===== config.mk =====
export PLATFORM = sky130hd
export DESIGN_NAME = led_strip_effect_generator
export DESIGN_NICKNAME = d
export VERILOG_FILES = /design/src/lse_pkg.sv /design/src/lse_ram.sv /design/src/lse_div.sv /design/src/led_strip_effect_generator.sv
export SDC_FILE = /design/constraint.sdc
export NUM_CORES = 2
export LEC_CHECK = 0
export BUFFER_PORTS_ARGS = -buffer_cell sky130_fd_sc_hd__buf_2
export CAP_MARGIN = 10
export CORE_ASPECT_RATIO = 1.2
export CORE_UTILIZATION = 44
export CTS_BUF_LIST = sky130_fd_sc_hd__clkbuf_4 sky130_fd_sc_hd__clkbuf_8 sky130_fd_sc_hd__clkbuf_16
export DETAILED_ROUTE_END_ITERATION = 10
export PLACE_DENSITY_LB_ADDON = 0.12
export SLEW_MARGIN = 20
export SYNTH_ARGS = -nofsm -noshare
export SYNTH_HDL_FRONTEND = slang
export SYNTH_HIERARCHICAL = 1
export SYNTH_SLANG_ARGS = --single-unit

===== constraint.sdc =====
create_clock -name clk_i -period 12.3 [get_ports clk_i]
set_input_delay 1.23 -clock clk_i [delete_from_list [all_inputs] [get_ports clk_i]]
set_output_delay 1.23 -clock clk_i [all_outputs]
set_load 0.005 [all_outputs]

===== src/lse_pkg.sv =====
// ----------------------------------------------------------------------------
// lse_pkg: shared types, constants and tables of the LED strip effect engine
// Register indexes, effect codes, sine table, hue conversion and xorshift.
// ----------------------------------------------------------------------------
`default_nettype none

package lse_pkg;

  // configuration register indexes
  localparam logic [2:0] REG_MODE  = 3'd0;
  localparam logic [2:0] REG_RED   = 3'd1;
  localparam logic [2:0] REG_GREEN = 3'd2;
  localparam logic [2:0] REG_BLUE  = 3'd3;
  localparam logic [2:0] REG_COUNT = 3'd4;

  // effect codes
  localparam logic [2:0] EFF_STATIC  = 3'd0;
  localparam logic [2:0] EFF_BREATH  = 3'd1;
  localparam logic [2:0] EFF_CYCLE   = 3'd2;
  localparam logic [2:0] EFF_RAINBOW = 3'd3;
  localparam logic [2:0] EFF_WAVE    = 3'd4;
  localparam logic [2:0] EFF_SPARKLE = 3'd5;

  localparam logic [15:0] RAND_SEED   = 16'hACED;
  localparam logic [7:0]  DECAY_MUL   = 8'd217;
  localparam logic [7:0]  SMOOTH_MUL  = 8'd77;
  localparam logic [7:0]  FULL        = 8'd255;
  // sine phase: 255/120 is 17/8 and 255/60 is 17/4, so a multiply and a shift
  localparam logic [7:0]  PHASE_MUL   = 8'd17;
  localparam logic [7:0]  SPARK_LIMIT = 8'd8;

  // operations run through the shared multiply / divide unit
  typedef enum logic [2:0] {
    OP_OFFSET,
    OP_PHASE,
    OP_TGT,
    OP_LVL,
    OP_VAL,
    OP_RED,
    OP_GREEN,
    OP_BLUE
  } op_e;

  typedef struct packed {
    logic [7:0] r;
    logic [7:0] g;
    logic [7:0] b;
  } rgb_t;

  localparam logic [7:0] SINE_LUT [256] = '{
    8'd128,8'd131,8'd134,8'd137,8'd140,8'd143,8'd146,8'd149,
    8'd152,8'd155,8'd158,8'd162,8'd165,8'd167,8'd170,8'd173,
    8'd176,8'd179,8'd182,8'd185,8'd188,8'd190,8'd193,8'd196,
    8'd198,8'd201,8'd203,8'd206,8'd208,8'd211,8'd213,8'd215,
    8'd218,8'd220,8'd222,8'd224,8'd226,8'd228,8'd230,8'd232,
    8'd234,8'd235,8'd237,8'd239,8'd240,8'd241,8'd243,8'd244,
    8'd245,8'd246,8'd248,8'd249,8'd250,8'd250,8'd251,8'd252,
    8'd253,8'd253,8'd254,8'd254,8'd254,8'd255,8'd255,8'd255,
    8'd255,8'd255,8'd255,8'd255,8'd254,8'd254,8'd254,8'd253,
    8'd253,8'd252,8'd251,8'd250,8'd250,8'd249,8'd248,8'd246,
    8'd245,8'd244,8'd243,8'd241,8'd240,8'd239,8'd237,8'd235,
    8'd234,8'd232,8'd230,8'd228,8'd226,8'd224,8'd222,8'd220,
    8'd218,8'd215,8'd213,8'd211,8'd208,8'd206,8'd203,8'd201,
    8'd198,8'd196,8'd193,8'd190,8'd188,8'd185,8'd182,8'd179,
    8'd176,8'd173,8'd170,8'd167,8'd165,8'd162,8'd158,8'd155,
    8'd152,8'd149,8'd146,8'd143,8'd140,8'd137,8'd134,8'd131,
    8'd128,8'd124,8'd121,8'd118,8'd115,8'd112,8'd109,8'd106,
    8'd103,8'd100,8'd97, 8'd93, 8'd90, 8'd88, 8'd85, 8'd82,
    8'd79, 8'd76, 8'd73, 8'd70, 8'd67, 8'd65, 8'd62, 8'd59,
    8'd57, 8'd54, 8'd52, 8'd49, 8'd47, 8'd44, 8'd42, 8'd40,
    8'd37, 8'd35, 8'd33, 8'd31, 8'd29, 8'd27, 8'd25, 8'd23,
    8'd21, 8'd20, 8'd18, 8'd16, 8'd15, 8'd14, 8'd12, 8'd11,
    8'd10, 8'd9,  8'd7,  8'd6,  8'd5,  8'd5,  8'd4,  8'd3,
    8'd2,  8'd2,  8'd1,  8'd1,  8'd1,  8'd0,  8'd0,  8'd0,
    8'd0,  8'd0,  8'd0,  8'd0,  8'd1,  8'd1,  8'd1,  8'd2,
    8'd2,  8'd3,  8'd4,  8'd5,  8'd5,  8'd6,  8'd7,  8'd9,
    8'd10, 8'd11, 8'd12, 8'd14, 8'd15, 8'd16, 8'd18, 8'd20,
    8'd21, 8'd23, 8'd25, 8'd27, 8'd29, 8'd31, 8'd33, 8'd35,
    8'd37, 8'd40, 8'd42, 8'd44, 8'd47, 8'd49, 8'd52, 8'd54,
    8'd57, 8'd59, 8'd62, 8'd65, 8'd67, 8'd70, 8'd73, 8'd76,
    8'd79, 8'd82, 8'd85, 8'd88, 8'd90, 8'd93, 8'd97, 8'd100,
    8'd103,8'd106,8'd109,8'd112,8'd115,8'd118,8'd121,8'd124
  };

  // full saturation, full value hue wheel: p is 0, q is 255-frac, t is frac
  function automatic rgb_t hue_wheel(input logic [7:0] h);
    logic [7:0] base;
    logic [7:0] frac;
    logic [2:0] sector;
    rgb_t       c;
    if (h < 8'd43) begin
      sector = 3'd0; base = 8'd0;
    end else if (h < 8'd86) begin
      sector = 3'd1; base = 8'd43;
    end else if (h < 8'd129) begin
      sector = 3'd2; base = 8'd86;
    end else if (h < 8'd172) begin
      sector = 3'd3; base = 8'd129;
    end else if (h < 8'd215) begin
      sector = 3'd4; base = 8'd172;
    end else begin
      sector = 3'd5; base = 8'd215;
    end
    frac = 8'((h - base) * 8'd6);
    case (sector)
      3'd0:    c = '{r: FULL, g: frac, b: 8'd0};
      3'd1:    c = '{r: FULL - frac, g: FULL, b: 8'd0};
      3'd2:    c = '{r: 8'd0, g: FULL, b: frac};
      3'd3:    c = '{r: 8'd0, g: FULL - frac, b: FULL};
      3'd4:    c = '{r: frac, g: 8'd0, b: FULL};
      default: c = '{r: FULL, g: 8'd0, b: FULL - frac};
    endcase
    return c;
  endfunction

  function automatic logic [15:0] xorshift16(input logic [15:0] s);
    logic [15:0] x;
    x = s ^ (s << 7);
    x = x ^ (x >> 9);
    x = x ^ (x << 8);
    return x;
  endfunction

endpackage

`default_nettype wire


===== src/lse_ram.sv =====
// ----------------------------------------------------------------------------
// lse_ram: generic single-port-write, registered-read RAM
// One write and one read address per cycle.
// ----------------------------------------------------------------------------
`default_nettype none

module lse_ram #(
  parameter int WIDTH = 16,
  parameter int DEPTH = 128,
  localparam int AW = (DEPTH > 1) ? $clog2(DEPTH) : 1
) (
  input  wire logic             clk_i,
  input  wire logic             we_i,
  input  wire logic [AW-1:0]    waddr_i,
  input  wire logic [WIDTH-1:0] wdata_i,
  input  wire logic             re_i,
  input  wire logic [AW-1:0]    raddr_i,
  output logic      [WIDTH-1:0] rdata_o
);

  logic [WIDTH-1:0] mem_q [DEPTH];

  always_ff @(posedge clk_i) begin
    if (we_i) begin
      mem_q[waddr_i] <= wdata_i;
    end
    if (re_i) begin
      rdata_o <= mem_q[raddr_i];
    end
  end

endmodule

`default_nettype wire


===== src/lse_div.sv =====
// ----------------------------------------------------------------------------
// lse_div: 16 by 8 restoring divider, one quotient bit a cycle
// Expects the quotient to fit 8 bits; done pulses after eight steps.
// ----------------------------------------------------------------------------
`default_nettype none

module lse_div
  import lse_pkg::*;
(
  input  wire logic        clk_i,
  input  wire logic        rst_ni,
  input  wire logic        start_i,
  input  wire logic [15:0] dividend_i,
  input  wire logic [7:0]  divisor_i,
  output logic             done_o,
  output logic [7:0]       quot_o
);

  logic [7:0] rem_q, rem_d, quo_q, quo_d, dsr_q;
  logic [2:0] cnt_q;
  logic       busy_q, done_q;
  logic [8:0] trial;
  logic       ge;

  always_comb begin
    trial = {rem_q, quo_q[7]};
    ge    = trial >= {1'b0, dsr_q};
    rem_d = ge ? 8'(trial - {1'b0, dsr_q}) : trial[7:0];
    quo_d = {quo_q[6:0], ge};
  end

  always_ff @(posedge clk_i or negedge rst_ni) begin
    if (!rst_ni) begin
      busy_q <= 1'b0;
      done_q <= 1'b0;
      cnt_q  <= '0;
    end else begin
      done_q <= 1'b0;
      if (start_i) begin
        busy_q <= 1'b1;
        cnt_q  <= '0;
      end else if (busy_q) begin
        cnt_q <= cnt_q + 3'd1;
        if (cnt_q == 3'd7) begin
          busy_q <= 1'b0;
          done_q <= 1'b1;
        end
      end
    end
  end

  always_ff @(posedge clk_i) begin
    if (start_i) begin
      rem_q <= dividend_i[15:8];
      quo_q <= dividend_i[7:0];
      dsr_q <= divisor_i;
    end else if (busy_q) begin
      rem_q <= rem_d;
      quo_q <= quo_d;
    end
  end

  assign done_o = done_q;
  assign quot_o = quo_q;

endmodule

`default_nettype wire


===== src/led_strip_effect_generator.sv =====
// ----------------------------------------------------------------------------
// led_strip_effect_generator: per-LED RGB effect engine
// Static, breathing, colour cycle, rainbow, wave and sparkle effects.
// ----------------------------------------------------------------------------
// Steps per item: every effect ends with value, red, green and blue
//   multiply steps; breathing puts the sine phase first, sparkle a level
//   step (on decay after a target step), rainbow the position offset and
//   wave the offset and the phase. The offset uses the divider, all others
//   the single shared 8x8 multiplier; a new item waits for the last result.
// Reset: base colour 0/255/0, 66 LEDs, static mode, seed 0xACED, sparkle
//   stores empty (per-LED valid bits, also cleared by a mode write).
`default_nettype none

module led_strip_effect_generator
  import lse_pkg::*;
#(
  parameter int MAX_LEDS = 128
) (
  input  wire logic       clk_i,
  input  wire logic       rst_ni,
  // configuration
  input  wire logic       cfg_we_i,
  input  wire logic [2:0] cfg_idx_i,
  input  wire logic [7:0] cfg_data_i,
  // input items
  input  wire logic       in_valid_i,
  output logic            in_ready_o,
  input  wire logic [7:0] led_brightness_i,
  input  wire logic       brightness_used_i,
  // result items
  output logic            out_valid_o,
  input  wire logic       out_ready_i,
  output logic [7:0]      red_o,
  output logic [7:0]      green_o,
  output logic [7:0]      blue_o,
  output logic [6:0]      led_index_o,
  output logic            frame_last_o
);

  localparam int PW = (MAX_LEDS > 1) ? $clog2(MAX_LEDS) : 1;

  typedef enum logic [4:0] {
    S_IDLE  = 5'b00001,
    S_PREP  = 5'b00010,
    S_ISSUE = 5'b00100,
    S_WAIT  = 5'b01000,
    S_DONE  = 5'b10000
  } state_e;

  state_e state_q, state_d;
  op_e    op_q, op_d;

  // configuration
  logic [2:0] mode_q;
  logic [7:0] base_r_q, base_g_q, base_b_q, count_q;

  // frame state: full tick plus its residues for the two sine periods
  logic [31:0]   tick_q;
  logic [6:0]    tick120_q;
  logic [5:0]    tick60_q;
  logic [PW-1:0] position_q;
  logic [15:0]   rand_q;
  logic [MAX_LEDS-1:0] spark_vld_q;

  // item state
  logic [PW-1:0] pos_q;
  logic          last_q;
  logic [7:0]    n_q, bright_q;
  logic          used_q;
  logic [7:0]    offset_q, anim_q, val_q, tgt_q, lvl_q;
  rgb_t          col_q;

  // result register
  logic       out_vld_q;
  rgb_t       out_col_q;
  logic [6:0] out_idx_q;
  logic       out_last_q;

  logic accept;
  assign in_ready_o = (state_q == S_IDLE);
  assign accept     = in_valid_i && in_ready_o;

  // strip position for the item being accepted
  logic [7:0]    n_eff;
  logic [PW-1:0] pos_new;
  logic          last_new;
  always_comb begin
    n_eff = (count_q == 8'd0) ? 8'd1 : count_q;
    if (11'(n_eff) > 11'(MAX_LEDS)) begin
      n_eff = 8'(MAX_LEDS);
    end
    pos_new  = (11'(position_q) >= 11'(n_eff)) ? '0 : position_q;
    last_new = (11'(pos_new) == 11'(n_eff) - 11'd1);
  end

  // sparkle store: {target, level} per LED
  logic        ram_we;
  logic [15:0] ram_rdata;
  logic [7:0]  lvl_next;

  lse_ram #(
    .WIDTH(16),
    .DEPTH(MAX_LEDS)
  ) u_spark_ram (
    .clk_i  (clk_i),
    .we_i   (ram_we),
    .waddr_i(pos_q),
    .wdata_i({tgt_q, lvl_next}),
    .re_i   (accept),
    .raddr_i(pos_new),
    .rdata_o(ram_rdata)
  );

  // shared multiplier: product registered in the issue cycle, then divided
  // by 255 as (x + (x >> 8) + 1) >> 8, exact for every product below 65280
  logic        div_start, div_done;
  logic [7:0]  div_quot, mul_a, mul_b;
  logic [15:0] prod_q;
  logic [7:0]  quot255, phase, res;
  logic        step_done;
  logic [8:0]  diff;
  logic [7:0]  diff_abs;

  always_comb begin
    diff     = {1'b0, tgt_q} - {1'b0, lvl_q};
    diff_abs = diff[8] ? 8'(-diff) : diff[7:0];
    mul_a    = 8'd0;
    mul_b    = 8'd0;
    case (op_q)
      OP_PHASE: begin
        mul_a = (mode_q == EFF_BREATH) ? {1'b0, tick120_q} : {2'b0, tick60_q};
        mul_b = PHASE_MUL;
      end
      OP_TGT: begin
        mul_a = tgt_q;
        mul_b = DECAY_MUL;
      end
      OP_LVL: begin
        mul_a = diff_abs;
        mul_b = SMOOTH_MUL;
      end
      OP_VAL: begin
        mul_a = anim_q;
        mul_b = used_q ? bright_q : FULL;
      end
      OP_RED: begin
        mul_a = col_q.r;
        mul_b = val_q;
      end
      OP_GREEN: begin
        mul_a = col_q.g;
        mul_b = val_q;
      end
      OP_BLUE: begin
        mul_a = col_q.b;
        mul_b = val_q;
      end
      default: ;   // offset goes through the divider
    endcase
    quot255   = 8'((prod_q + {8'd0, prod_q[15:8]} + 16'd1) >> 8);
    // tick*255/120 is tick*17/8, tick*255/60 is tick*17/4
    phase     = (mode_q == EFF_BREATH) ? prod_q[10:3] : prod_q[9:2];
    res       = (op_q == OP_OFFSET) ? div_quot :
                (op_q == OP_PHASE)  ? phase : quot255;
    step_done = (op_q == OP_OFFSET) ? div_done : 1'b1;
    div_start = (state_q == S_ISSUE) && (op_q == OP_OFFSET);
  end

  lse_div u_div (
    .clk_i     (clk_i),
    .rst_ni    (rst_ni),
    .start_i   (div_start),
    .dividend_i({8'(pos_q), 8'h00}),
    .divisor_i (n_q),
    .done_o    (div_done),
    .quot_o    (div_quot)
  );

  assign lvl_next = diff[8] ? lvl_q - res : lvl_q + res;
  assign ram_we   = (state_q == S_WAIT) && step_done && (op_q == OP_LVL);

  // sparkle entry as read back; never-written entries read as zero
  logic       spark_hit;
  logic [7:0] tgt_rd, lvl_rd;
  assign spark_hit = spark_vld_q[pos_q];
  assign tgt_rd    = spark_hit ? ram_rdata[15:8] : 8'd0;
  assign lvl_rd    = spark_hit ? ram_rdata[7:0] : 8'd0;

  logic out_free;
  assign out_free = !out_vld_q || out_ready_i;

  always_comb begin
    state_d = state_q;
    op_d    = op_q;
    unique case (state_q)
      S_IDLE:  if (accept) state_d = S_PREP;
      S_PREP: begin
        state_d = S_ISSUE;
        case (mode_q) inside
          EFF_BREATH:            op_d = OP_PHASE;
          EFF_RAINBOW, EFF_WAVE: op_d = OP_OFFSET;
          EFF_SPARKLE:           op_d = (rand_q[7:0] < SPARK_LIMIT) ? OP_LVL : OP_TGT;
          default:               op_d = OP_VAL;
        endcase
      end
      S_ISSUE: state_d = S_WAIT;
      S_WAIT: begin
        if (step_done) begin
          state_d = S_ISSUE;
          case (op_q)
            OP_OFFSET: op_d = (mode_q == EFF_RAINBOW) ? OP_VAL : OP_PHASE;
            OP_TGT:    op_d = OP_LVL;
            OP_VAL:    op_d = OP_RED;
            OP_RED:    op_d = OP_GREEN;
            OP_GREEN:  op_d = OP_BLUE;
            OP_BLUE:   state_d = S_DONE;
            default:   op_d = OP_VAL;   // phase and level feed the brightness
          endcase
        end
      end
      S_DONE:  if (out_free) state_d = S_IDLE;
      default: state_d = S_IDLE;
    endcase
  end

  // control state
  always_ff @(posedge clk_i or negedge rst_ni) begin
    if (!rst_ni) begin
      state_q     <= S_IDLE;
      op_q        <= OP_VAL;
      mode_q      <= EFF_STATIC;
      base_r_q    <= 8'd0;
      base_g_q    <= 8'd255;
      base_b_q    <= 8'd0;
      count_q     <= 8'd66;
      tick_q      <= '0;
      tick120_q   <= '0;
      tick60_q    <= '0;
      position_q  <= '0;
      rand_q      <= RAND_SEED;
      spark_vld_q <= '0;
      out_vld_q   <= 1'b0;
    end else begin
      state_q <= state_d;
      op_q    <= op_d;
      if (cfg_we_i) begin
        unique case (cfg_idx_i)
          REG_MODE: begin
            mode_q      <= cfg_data_i[2:0];
            tick_q      <= '0;
            tick120_q   <= '0;
            tick60_q    <= '0;
            spark_vld_q <= '0;
          end
          REG_RED:   base_r_q <= cfg_data_i;
          REG_GREEN: base_g_q <= cfg_data_i;
          REG_BLUE:  base_b_q <= cfg_data_i;
          REG_COUNT: count_q  <= cfg_data_i;
          default: ;
        endcase
      end
      if (accept) begin
        position_q <= last_new ? '0 : pos_new + PW'(1);
        if (pos_new == '0) begin
          tick_q <= tick_q + 32'd1;
          // tick wraps to zero, so both residues restart
          if (tick_q == '1) begin
            tick120_q <= '0;
            tick60_q  <= '0;
          end else begin
            tick120_q <= (tick120_q == 7'd119) ? 7'd0 : tick120_q + 7'd1;
            tick60_q  <= (tick60_q == 6'd59) ? 6'd0 : tick60_q + 6'd1;
          end
        end
        if (mode_q == EFF_SPARKLE) begin
          rand_q <= xorshift16(rand_q);
        end
      end
      if (ram_we) begin
        spark_vld_q[pos_q] <= 1'b1;
      end
      if (state_q == S_DONE && out_free) begin
        out_vld_q <= 1'b1;
      end else if (out_ready_i) begin
        out_vld_q <= 1'b0;
      end
    end
  end

  // datapath
  always_ff @(posedge clk_i) begin
    if (accept) begin
      pos_q    <= pos_new;
      last_q   <= last_new;
      n_q      <= n_eff;
      bright_q <= led_brightness_i;
      used_q   <= brightness_used_i;
    end
    if (state_q == S_PREP) begin
      anim_q <= FULL;
      col_q  <= (mode_q == EFF_CYCLE) ? hue_wheel({tick_q[6:0], 1'b0})
                                      : '{r: base_r_q, g: base_g_q, b: base_b_q};
      lvl_q  <= lvl_rd;
      tgt_q  <= (rand_q[7:0] < SPARK_LIMIT) ? FULL : tgt_rd;
    end
    if (state_q == S_ISSUE) begin
      prod_q <= 16'(mul_a) * 16'(mul_b);
    end
    if (state_q == S_WAIT && step_done) begin
      case (op_q)
        OP_OFFSET: begin
          offset_q <= res;
          if (mode_q == EFF_RAINBOW) begin
            col_q <= hue_wheel({tick_q[6:0], 1'b0} + res);
          end
        end
        OP_PHASE: anim_q <= (mode_q == EFF_WAVE) ? SINE_LUT[res + offset_q]
                                                  : SINE_LUT[res];
        OP_TGT: tgt_q <= res;
        OP_LVL: anim_q <= lvl_next;
        OP_VAL: val_q <= res;
        OP_RED: col_q.r <= res;
        OP_GREEN: col_q.g <= res;
        default: col_q.b <= res;
      endcase
    end
    if (state_q == S_DONE && out_free) begin
      out_col_q  <= col_q;
      out_idx_q  <= 7'(pos_q);
      out_last_q <= last_q;
    end
  end

  assign out_valid_o  = out_vld_q;
  assign red_o        = out_col_q.r;
  assign green_o      = out_col_q.g;
  assign blue_o       = out_col_q.b;
  assign led_index_o  = out_idx_q;
  assign frame_last_o = out_last_q;

endmodule

`default_nettype wire

# Word-level counts from Yosys, hierarchy flattened
# Memories as Yosys holds them, arrays and structs flattened. A register that Yosys moved wholly into a read port is not among the register bits.
# Cells that the tools add are included.
# W data, S select, Z words.
[totals]
rom_bits = 4096
mem_bits_rw = 2048
word_cells = 272
inputBits = 25
out_inout_bits = 34
memories = 3
regBits = 406
[op_classes]
add_sub_neg = 19
mul = 3
n_lt_le_gt_ge = 18
reduce_logical = 30
bitwise = 6
n_eq_ne = 38
muxes = 115
[memory_table]
columns = ["memory", "depth", "word_bits", "read_ports", "rd_ports_with_merged_regs", "wr", "line_no", "rtl"]
rows = [
  ["(name not given)", 256, 8, 1, 0, 0, "led_strip_effect_generator.sv:318", ": SINE_LUT[res];"],
  ["(name not given)", 256, 8, 1, 0, 0, "led_strip_effect_generator.sv:317", "OP_PHASE: anim_q <= (mode_q == EFF_WAVE) ? SINE_LUT[res + offset_q]"],
  ["u_spark_ram.mem_q", 128, 16, 1, 1, 1, "lse_ram.sv:21", "logic [WIDTH-1:0] mem_q [DEPTH];"],
]
[ops]
columns = ["cell", "count"]
rows = [
  ["$mux W128", 3],
  ["$mux W8", 31],
  ["$pmux W24 S5", 2],
  ["$mux W32", 4],
  ["$or A128 B128 Y128", 1],
  ["$mux W7", 15],
  ["$mux W24", 4],
  ["$pmux W8 S2", 4],
  ["$mux W3", 19],
  ["$pmux W8 S7", 1],
  ["$lt A8 B8 Y1 const B", 6],
  ["$pmux W8 S5", 1],
  ["$mux W6", 6],
  ["$add A32 B1 Y32 const B", 1],
  ["$eq A32 B32 Y1 const B", 1],
  ["$sub A8 B8 Y8", 4],
  ["$xor A16 B16 Y16", 2],
  ["$eq A3 B2 Y1 const B", 10],
  ["$eq A3 B3 Y1 const B", 10],
  ["$pmux W5 S5", 1],
  ["$add A8 B8 Y8", 3],
  ["$mux W5", 4],
  ["$ge A9 B9 Y1 const B", 2],
  ["$not A8 Y9", 2],
  ["48 further kinds", 92],
]

# Longest topological paths before layout
[logic_depth]
word_depth = 21
depth_mapped = 36

# By module
# The synthesis kept the hierarchy.
[by_module_without_submodules]
columns = ["mod", "area_each_um2", "cells_per_inst", "n_inst"]
rows = [
  ["lse_ram", 78683.0, 3086, 1],
  ["led_strip_effect_generator", 26735.6, 3054, 1],
  ["lse_div", 1650.3, 133, 1],
]

# Least setup slack after synthesis
# OpenSTA, ideal clock, no wires.
[synth_path]
path_kind = "register -> register"
start = "register tgt_q[2]"
end = "memory u_spark_ram.mem_q[0][7] (data pin)"
path_stages_with_launch = 22
slack_ns = 2.133
setup_ns = 0.938
arrival_time_ns = 9.229
synth_period_minus_slack_ns = 10.167
path_cell_list = "dfxtp_1 ha_1 a21o_1 a21oi_1 o21bai_1 a21oi_1 o21bai_1 a21oi_1 clkbuf_1 mux2i_1 inv_1 ha_1 nor2b_1 o21ai_0 nand2b_1 a21o_1 a21oi_1 o21bai_1 a21oi_1 xnor2_1 xnor2_1 xnor2_1"
[synth_between]
elab_chain_len = 2
[synth_rtl]
columns = ["item", "line_no", "rtl"]
rows = [
  ["start: declaration", "led_strip_effect_generator.sv:70", "logic [7:0] offset_q, anim_q, val_q, tgt_q, lvl_q;"],
  ["start signal: assignment", "led_strip_effect_generator.sv:304", "tgt_q <= (rand_q[7:0] < SPARK_LIMIT) ? FULL : tgt_rd;"],
  ["start signal: assignment", "led_strip_effect_generator.sv:319", "OP_TGT: tgt_q <= res;"],
  ["$sub A8 B8 Y9", "led_strip_effect_generator.sv:125", "diff = {1'b0, tgt_q} - {1'b0, lvl_q};"],
  ["$mux W8", "led_strip_effect_generator.sv:179", "assign lvl_next = diff[8] ? lvl_q - res : lvl_q + res;"],
  ["via lvl_next[7]", "led_strip_effect_generator.sv:99", "logic [7:0] lvl_next;"],
  ["end: declaration", "lse_ram.sv:21", ""],
]
# The timed path passes the listed nets, and every way through them passes these cells.

# Final worst setup path
[layout_path]
start = "register prod_q[12]"
end = "register col_q[15] (netlist name)"
[layout_between]
elab_chain_len = 21
elab_cells_between_ends = 38
classes_between = "add/sub: 5; mul: 1; order compare: 5; eq/ne: 4; mux: 22; reduce/logical: 1"
[layout_rtl]
columns = ["item", "line_no", "rtl"]
rows = [
  ["start: declaration", "led_strip_effect_generator.sv:118", "logic [15:0] prod_q;"],
  ["start signal: assignment", "led_strip_effect_generator.sv:307", "prod_q <= 16'(mul_a) * 16'(mul_b);"],
  ["$add A16 B8 Y16 *", "led_strip_effect_generator.sv:160", "quot255 = 8'((prod_q + {8'd0, prod_q[15:8]} + 16'd1) >> 8);"],
  ["$add A16 B1 Y16 *", "led_strip_effect_generator.sv:160", ""],
  ["$mux W8 *", "led_strip_effect_generator.sv:164", "(op_q == OP_PHASE) ? phase : quot255;"],
  ["$mux W8 *", "led_strip_effect_generator.sv:163", "res = (op_q == OP_OFFSET) ? div_quot :"],
  ["$add A8 B8 Y8", "led_strip_effect_generator.sv:314", "col_q <= hue_wheel({tick_q[6:0], 1'b0} + res);"],
  ["$lt A8 B8 Y1", "lse_pkg.sv:99", "end else if (h < 8'd215) begin"],
  ["$mux W7", "lse_pkg.sv:99", ""],
  ["$mux W7", "lse_pkg.sv:97", "end else if (h < 8'd172) begin"],
  ["[5 not listed]", "--", ""],
  ["$mux W8", "led_strip_effect_generator.sv:309", "if (state_q == S_WAIT && step_done) begin"],
  ["$sub A8 B8 Y8", "lse_pkg.sv:104", "frac = 8'((h - base) * 8'd6);"],
  ["$mul A8 B2 Y7", "lse_pkg.sv:104", ""],
  ["$sub A8 B8 Y8", "lse_pkg.sv:109", "3'd3: c = '{r: 8'd0, g: FULL - frac, b: FULL};"],
  ["$pmux W24 S5", "lse_pkg.sv:105", "case (sector)"],
  ["$mux W24", "led_strip_effect_generator.sv:313", "if (mode_q == EFF_RAINBOW) begin"],
  ["$pmux W8 S2 *", "led_strip_effect_generator.sv:310", "case (op_q)"],
  ["$mux W24 *", "led_strip_effect_generator.sv:309", ""],
  ["end signal: assignment", "led_strip_effect_generator.sv:301", "col_q <= (mode_q == EFF_CYCLE) ? hue_wheel({tick_q[6:0], 1'b0})"],
  ["end signal: assignment", "led_strip_effect_generator.sv:314", ""],
  ["end: declaration", "led_strip_effect_generator.sv:71", "rgb_t col_q;"],
]
# Every way passes the cells marked *; elsewhere a longest branch is shown, timed or not. The select of a mux whose other input is x is not followed.
# A chain may end at the register's enable or synchronous reset.

==> impl_metrics.xml <==
<?xml version="1.0" encoding="UTF-8"?>
<metrics>
  <group name="status">
    <metric name="status" unit="">complete, no violations</metric>
  </group>
  <group name="setup_path">
    <metric name="worst-endpoint-required" unit="ns">13.08</metric>
    <metric name="critical_path.reg2reg.endpoint" unit="">col_q[15]</metric>
    <metric name="worst_r2r_start" unit="">prod_q[12]</metric>
    <metric name="worstSetupStartpointType" unit="">flip-flop</metric>
    <metric name="critPathCaptureType" unit="">flip-flop</metric>
    <metric name="crit_slowest_cell" unit="">o21ai_0</metric>
    <metric name="critical_path_peak_fanout" unit="">54</metric>
    <metric name="critical-path-max-stage-delay" unit="ns">0.52</metric>
    <metric name="ff2ff_setup_slack" unit="ns">3.56</metric>
    <metric name="worstRegToRegCells" unit="">32</metric>
    <metric name="arrival" unit="ns">9.52</metric>
    <metric name="critical_path_class" unit="">reg2reg</metric>
  </group>
  <group name="routing">
    <metric name="detail_route.wl_per_cell" unit="microns">30.2</metric>
    <metric name="route.detailed.drc" unit="">0</metric>
    <metric name="dr.first_iter.drc_count" unit="">6364</metric>
    <metric name="finalWirelength" unit="microns">298000</metric>
    <metric name="first_pass_drt_iterations" unit="">6</metric>
    <metric name="drt-vias-per-instance" unit="">6.11</metric>
    <metric name="vias" unit="">60100</metric>
    <metric name="antenna_nets_post_route" unit="">0</metric>
  </group>
  <group name="die">
    <metric name="coreArea" unit="sq um">242000</metric>
    <metric name="die_height" unit="microns">542</metric>
    <metric name="die-area" unit="sq um">245000</metric>
    <metric name="dieWidth" unit="microns">452</metric>
    <metric name="initial_core_util" unit="">0.442</metric>
    <metric name="io-pin-count" unit="">59</metric>
    <metric name="placement_rows" unit="">198</metric>
  </group>
  <group name="synth">
    <metric name="yosysWarningCount" unit="">6</metric>
    <metric name="netlist_instances" unit="">6273</metric>
    <metric name="synthesis.area_per_instance" unit="sq um">17.1</metric>
    <metric name="ys_ff_latch" unit="">2470</metric>
    <metric name="synth-seq-area-share" unit="">0.678</metric>
    <metric name="yosysTopAreaCell" unit="">edfxtp_1</metric>
    <metric name="yosys.area.top_type_share" unit="">0.613</metric>
    <metric name="synth_edf_count" unit="">2185</metric>
    <metric name="synth.area.top_cells" unit="">edfxtp_1, mux4_2, dfrtp_1</metric>
    <metric name="synth.lib_cells_used.distinct" unit="">104</metric>
    <metric name="async_flop_share" unit="">0.0992</metric>
    <metric name="syn-cell-area" unit="sq um">107000</metric>
    <metric name="synth-main-ff-cell" unit="">edfxtp_1</metric>
  </group>
  <group name="finish">
    <metric name="fillers" unit="">20100</metric>
    <metric name="nNetsFinal" unit="">6628</metric>
    <metric name="flow.area_growth_from_synthesis" unit="%">12.6</metric>
    <metric name="mostFrequentLayoutCells" unit="">edfxtp_1, mux4_2, nand2_1, nor2_1, o21ai_0</metric>
    <metric name="final_common_cell" unit="">edfxtp_1</metric>
    <metric name="proportion_of_layout_cells_with_a_drive_suffix_above_1" unit="">0.243</metric>
    <metric name="stdcell_area" unit="sq um">121000</metric>
  </group>
  <group name="job">
    <metric name="count_of_max_cap_constraint_violations" unit="">0</metric>
  </group>
  <group name="clock_network">
    <metric name="cts_inserted_buffers" unit="">248</metric>
    <metric name="clock-sinks" unit="">2470</metric>
    <metric name="clk_pin_slew_worst_paths" unit="ns">0.06</metric>
    <metric name="clk_path_buf_depth" unit="">4</metric>
    <metric name="postCtsResizedCells" unit="">0</metric>
    <metric name="post_cts_setup_buffer_count" unit="">0</metric>
    <metric name="cts-hold-fix-buffers" unit="">0</metric>
    <metric name="cts_tree" unit="">done</metric>
    <metric name="cts_max_level" unit="">4</metric>
    <metric name="clk_latency" unit="ns">0.93</metric>
    <metric name="root_cell_of_the_clock_tree" unit="">clkbuf_16</metric>
  </group>
  <group name="grt">
    <metric name="antenna_found_initial" unit="">19</metric>
    <metric name="grt_first_pass_wirelength" unit="microns">433000</metric>
    <metric name="first_global_vias" unit="">60300</metric>
    <metric name="groute.usage.overall" unit="">0.242</metric>
    <metric name="grt.overflow.total" unit="">0</metric>
    <metric name="grt_max_degree" unit="">125</metric>
  </group>
  <group name="timing">
    <metric name="finalMaxSlewViolations" unit="">0</metric>
    <metric name="worst_pin_slew" unit="ns">1.09</metric>
    <metric name="finalHoldViolCount" unit="">0</metric>
    <metric name="period_minus_slack" unit="ns">8.74</metric>
    <metric name="finalSetupViolCount" unit="">0</metric>
    <metric name="slew_headroom" unit="">0.265</metric>
    <metric name="post-route-period-util" unit="">0.710</metric>
    <metric name="rsz0062_at_grt" unit="">false</metric>
    <metric name="final.setup_skew" unit="ns">0.0848</metric>
    <metric name="highest_clock_rate" unit="MHz">114</metric>
    <metric name="totalNegativeSetupSlack" unit="ns">0</metric>
    <metric name="fin_ws" unit="ns">3.56</metric>
  </group>
  <group name="placed_design">
    <metric name="io_buffer_count" unit="">58</metric>
    <metric name="hpwlAfterDp" unit="microns">178000</metric>
    <metric name="gpl.final_weighted_congestion" unit="">0.923</metric>
    <metric name="dpl_cell_area" unit="sq um">112000</metric>
    <metric name="place_ws" unit="ns">3.67</metric>
  </group>
  <group name="worst_hold_path">
    <metric name="min-delay-path-class" unit="">in2async</metric>
  </group>
</metrics>
cell families (layout without fill, tap and decap cells):
group	count (synthesis)	in the layout	synth area share
DFF	2470	2470	0.678
and+or+nand+nor	1138	1138	0.0491
AOI/OAI and AO/OA	1062	1062	0.0654
muxes	794	794	0.154
buffers and inverters	509	856	0.0191
adders and majority gates	180	180	0.0242
xor gates and xnor gates	119	119	0.0101
other	1	26	0.0000350
flip-flops by register name, summed over array words and instances (netlist names), 16 cells and up:
name / cells
rand_q: 16
col_q: 24
prod_q: 16
tick_q: 32
u_spark_ram/rdata_o: 16
spark_vld_q: 128
u_spark_ram/mem_q: 2048
cells in the mapped netlist, drive strengths merged, types with 29 or more instances:
cell type,number
a21oi,245
o21ai,267
dfxtp,40
a22o,105
nor2,376
mux2i,46
a31oi,29
buf,121
and3,30
nand4,32
dfrtp,223
clkbuf,248
xnor2,71
xor2,46
nand2,346
and2,43
a211oi,39
nand2b,40
a21o,34
o22ai,36
fa,45
o211ai,61
nor3,58
ha,135
a22oi,68
mux4,678
mux2,70
nor2b,43
edfxtp,2185
inv,138
nand3,85
worst max-delay path: cells and delay by family (launching register included):
family	cells	cell delay (ns)
xor gates and xnor gates	4	0.96
buffers and inverters	4	0.93
muxes	1	0.16
and+or+nand+nor	5	1.30
DFF	1	0.50
AOI/OAI and AO/OA	14	3.37
adders and majority gates	4	1.41
how the worst max path moves through the flow:
stage | from | to
floorplan | tgt_q[2] | u_spark_ram/mem_q[0][7]
finish | prod_q[12] | col_q[15]
CTS | prod_q[12] | col_q[15]
global route | prod_q[12] | col_q[15]
global placement | prod_q[12] | col_q[15]
detailed placement | prod_q[12] | col_q[15]
metal layers:
metal  part of all wire  global-route usage  routed length (microns)  vias to the layer above
met1               0.42               0.334                   124000                    32100
li1                   -                   -                        -                    25500
met3              0.057              0.0311                    17100                      450
met5            0.00011                   0                       34                        -
met4              0.031              0.0769                     9240                        6
met2               0.50               0.401                   147000                     2091
cell type report:
type	instances	area, sq um	share of cell area
inverters	140	551	0.00457
well taps	3200	4000	0.0332
diodes	17	42.5	0.000353
multi-input cells	3302	33100	0.274
repair buffers	261	1960	0.0163
clock inverters	153	1620	0.0135
clock buffers	302	6670	0.0553
flip-flops and latches	2470	72600	0.602
through the flow:
step	hold WS (ns)	cells	utilization
global route	0.396	9844	0.498
floorplan	0.400	6281	-
detailed placement	0.407	9372	0.463
finish	0.347	9845	0.498
CTS	0.367	9827	0.497
global placement	0.405	9372	0.463
Power is not shown: default switching activity piles up to over one toggle a cycle in this logic, so the estimate is an artifact.
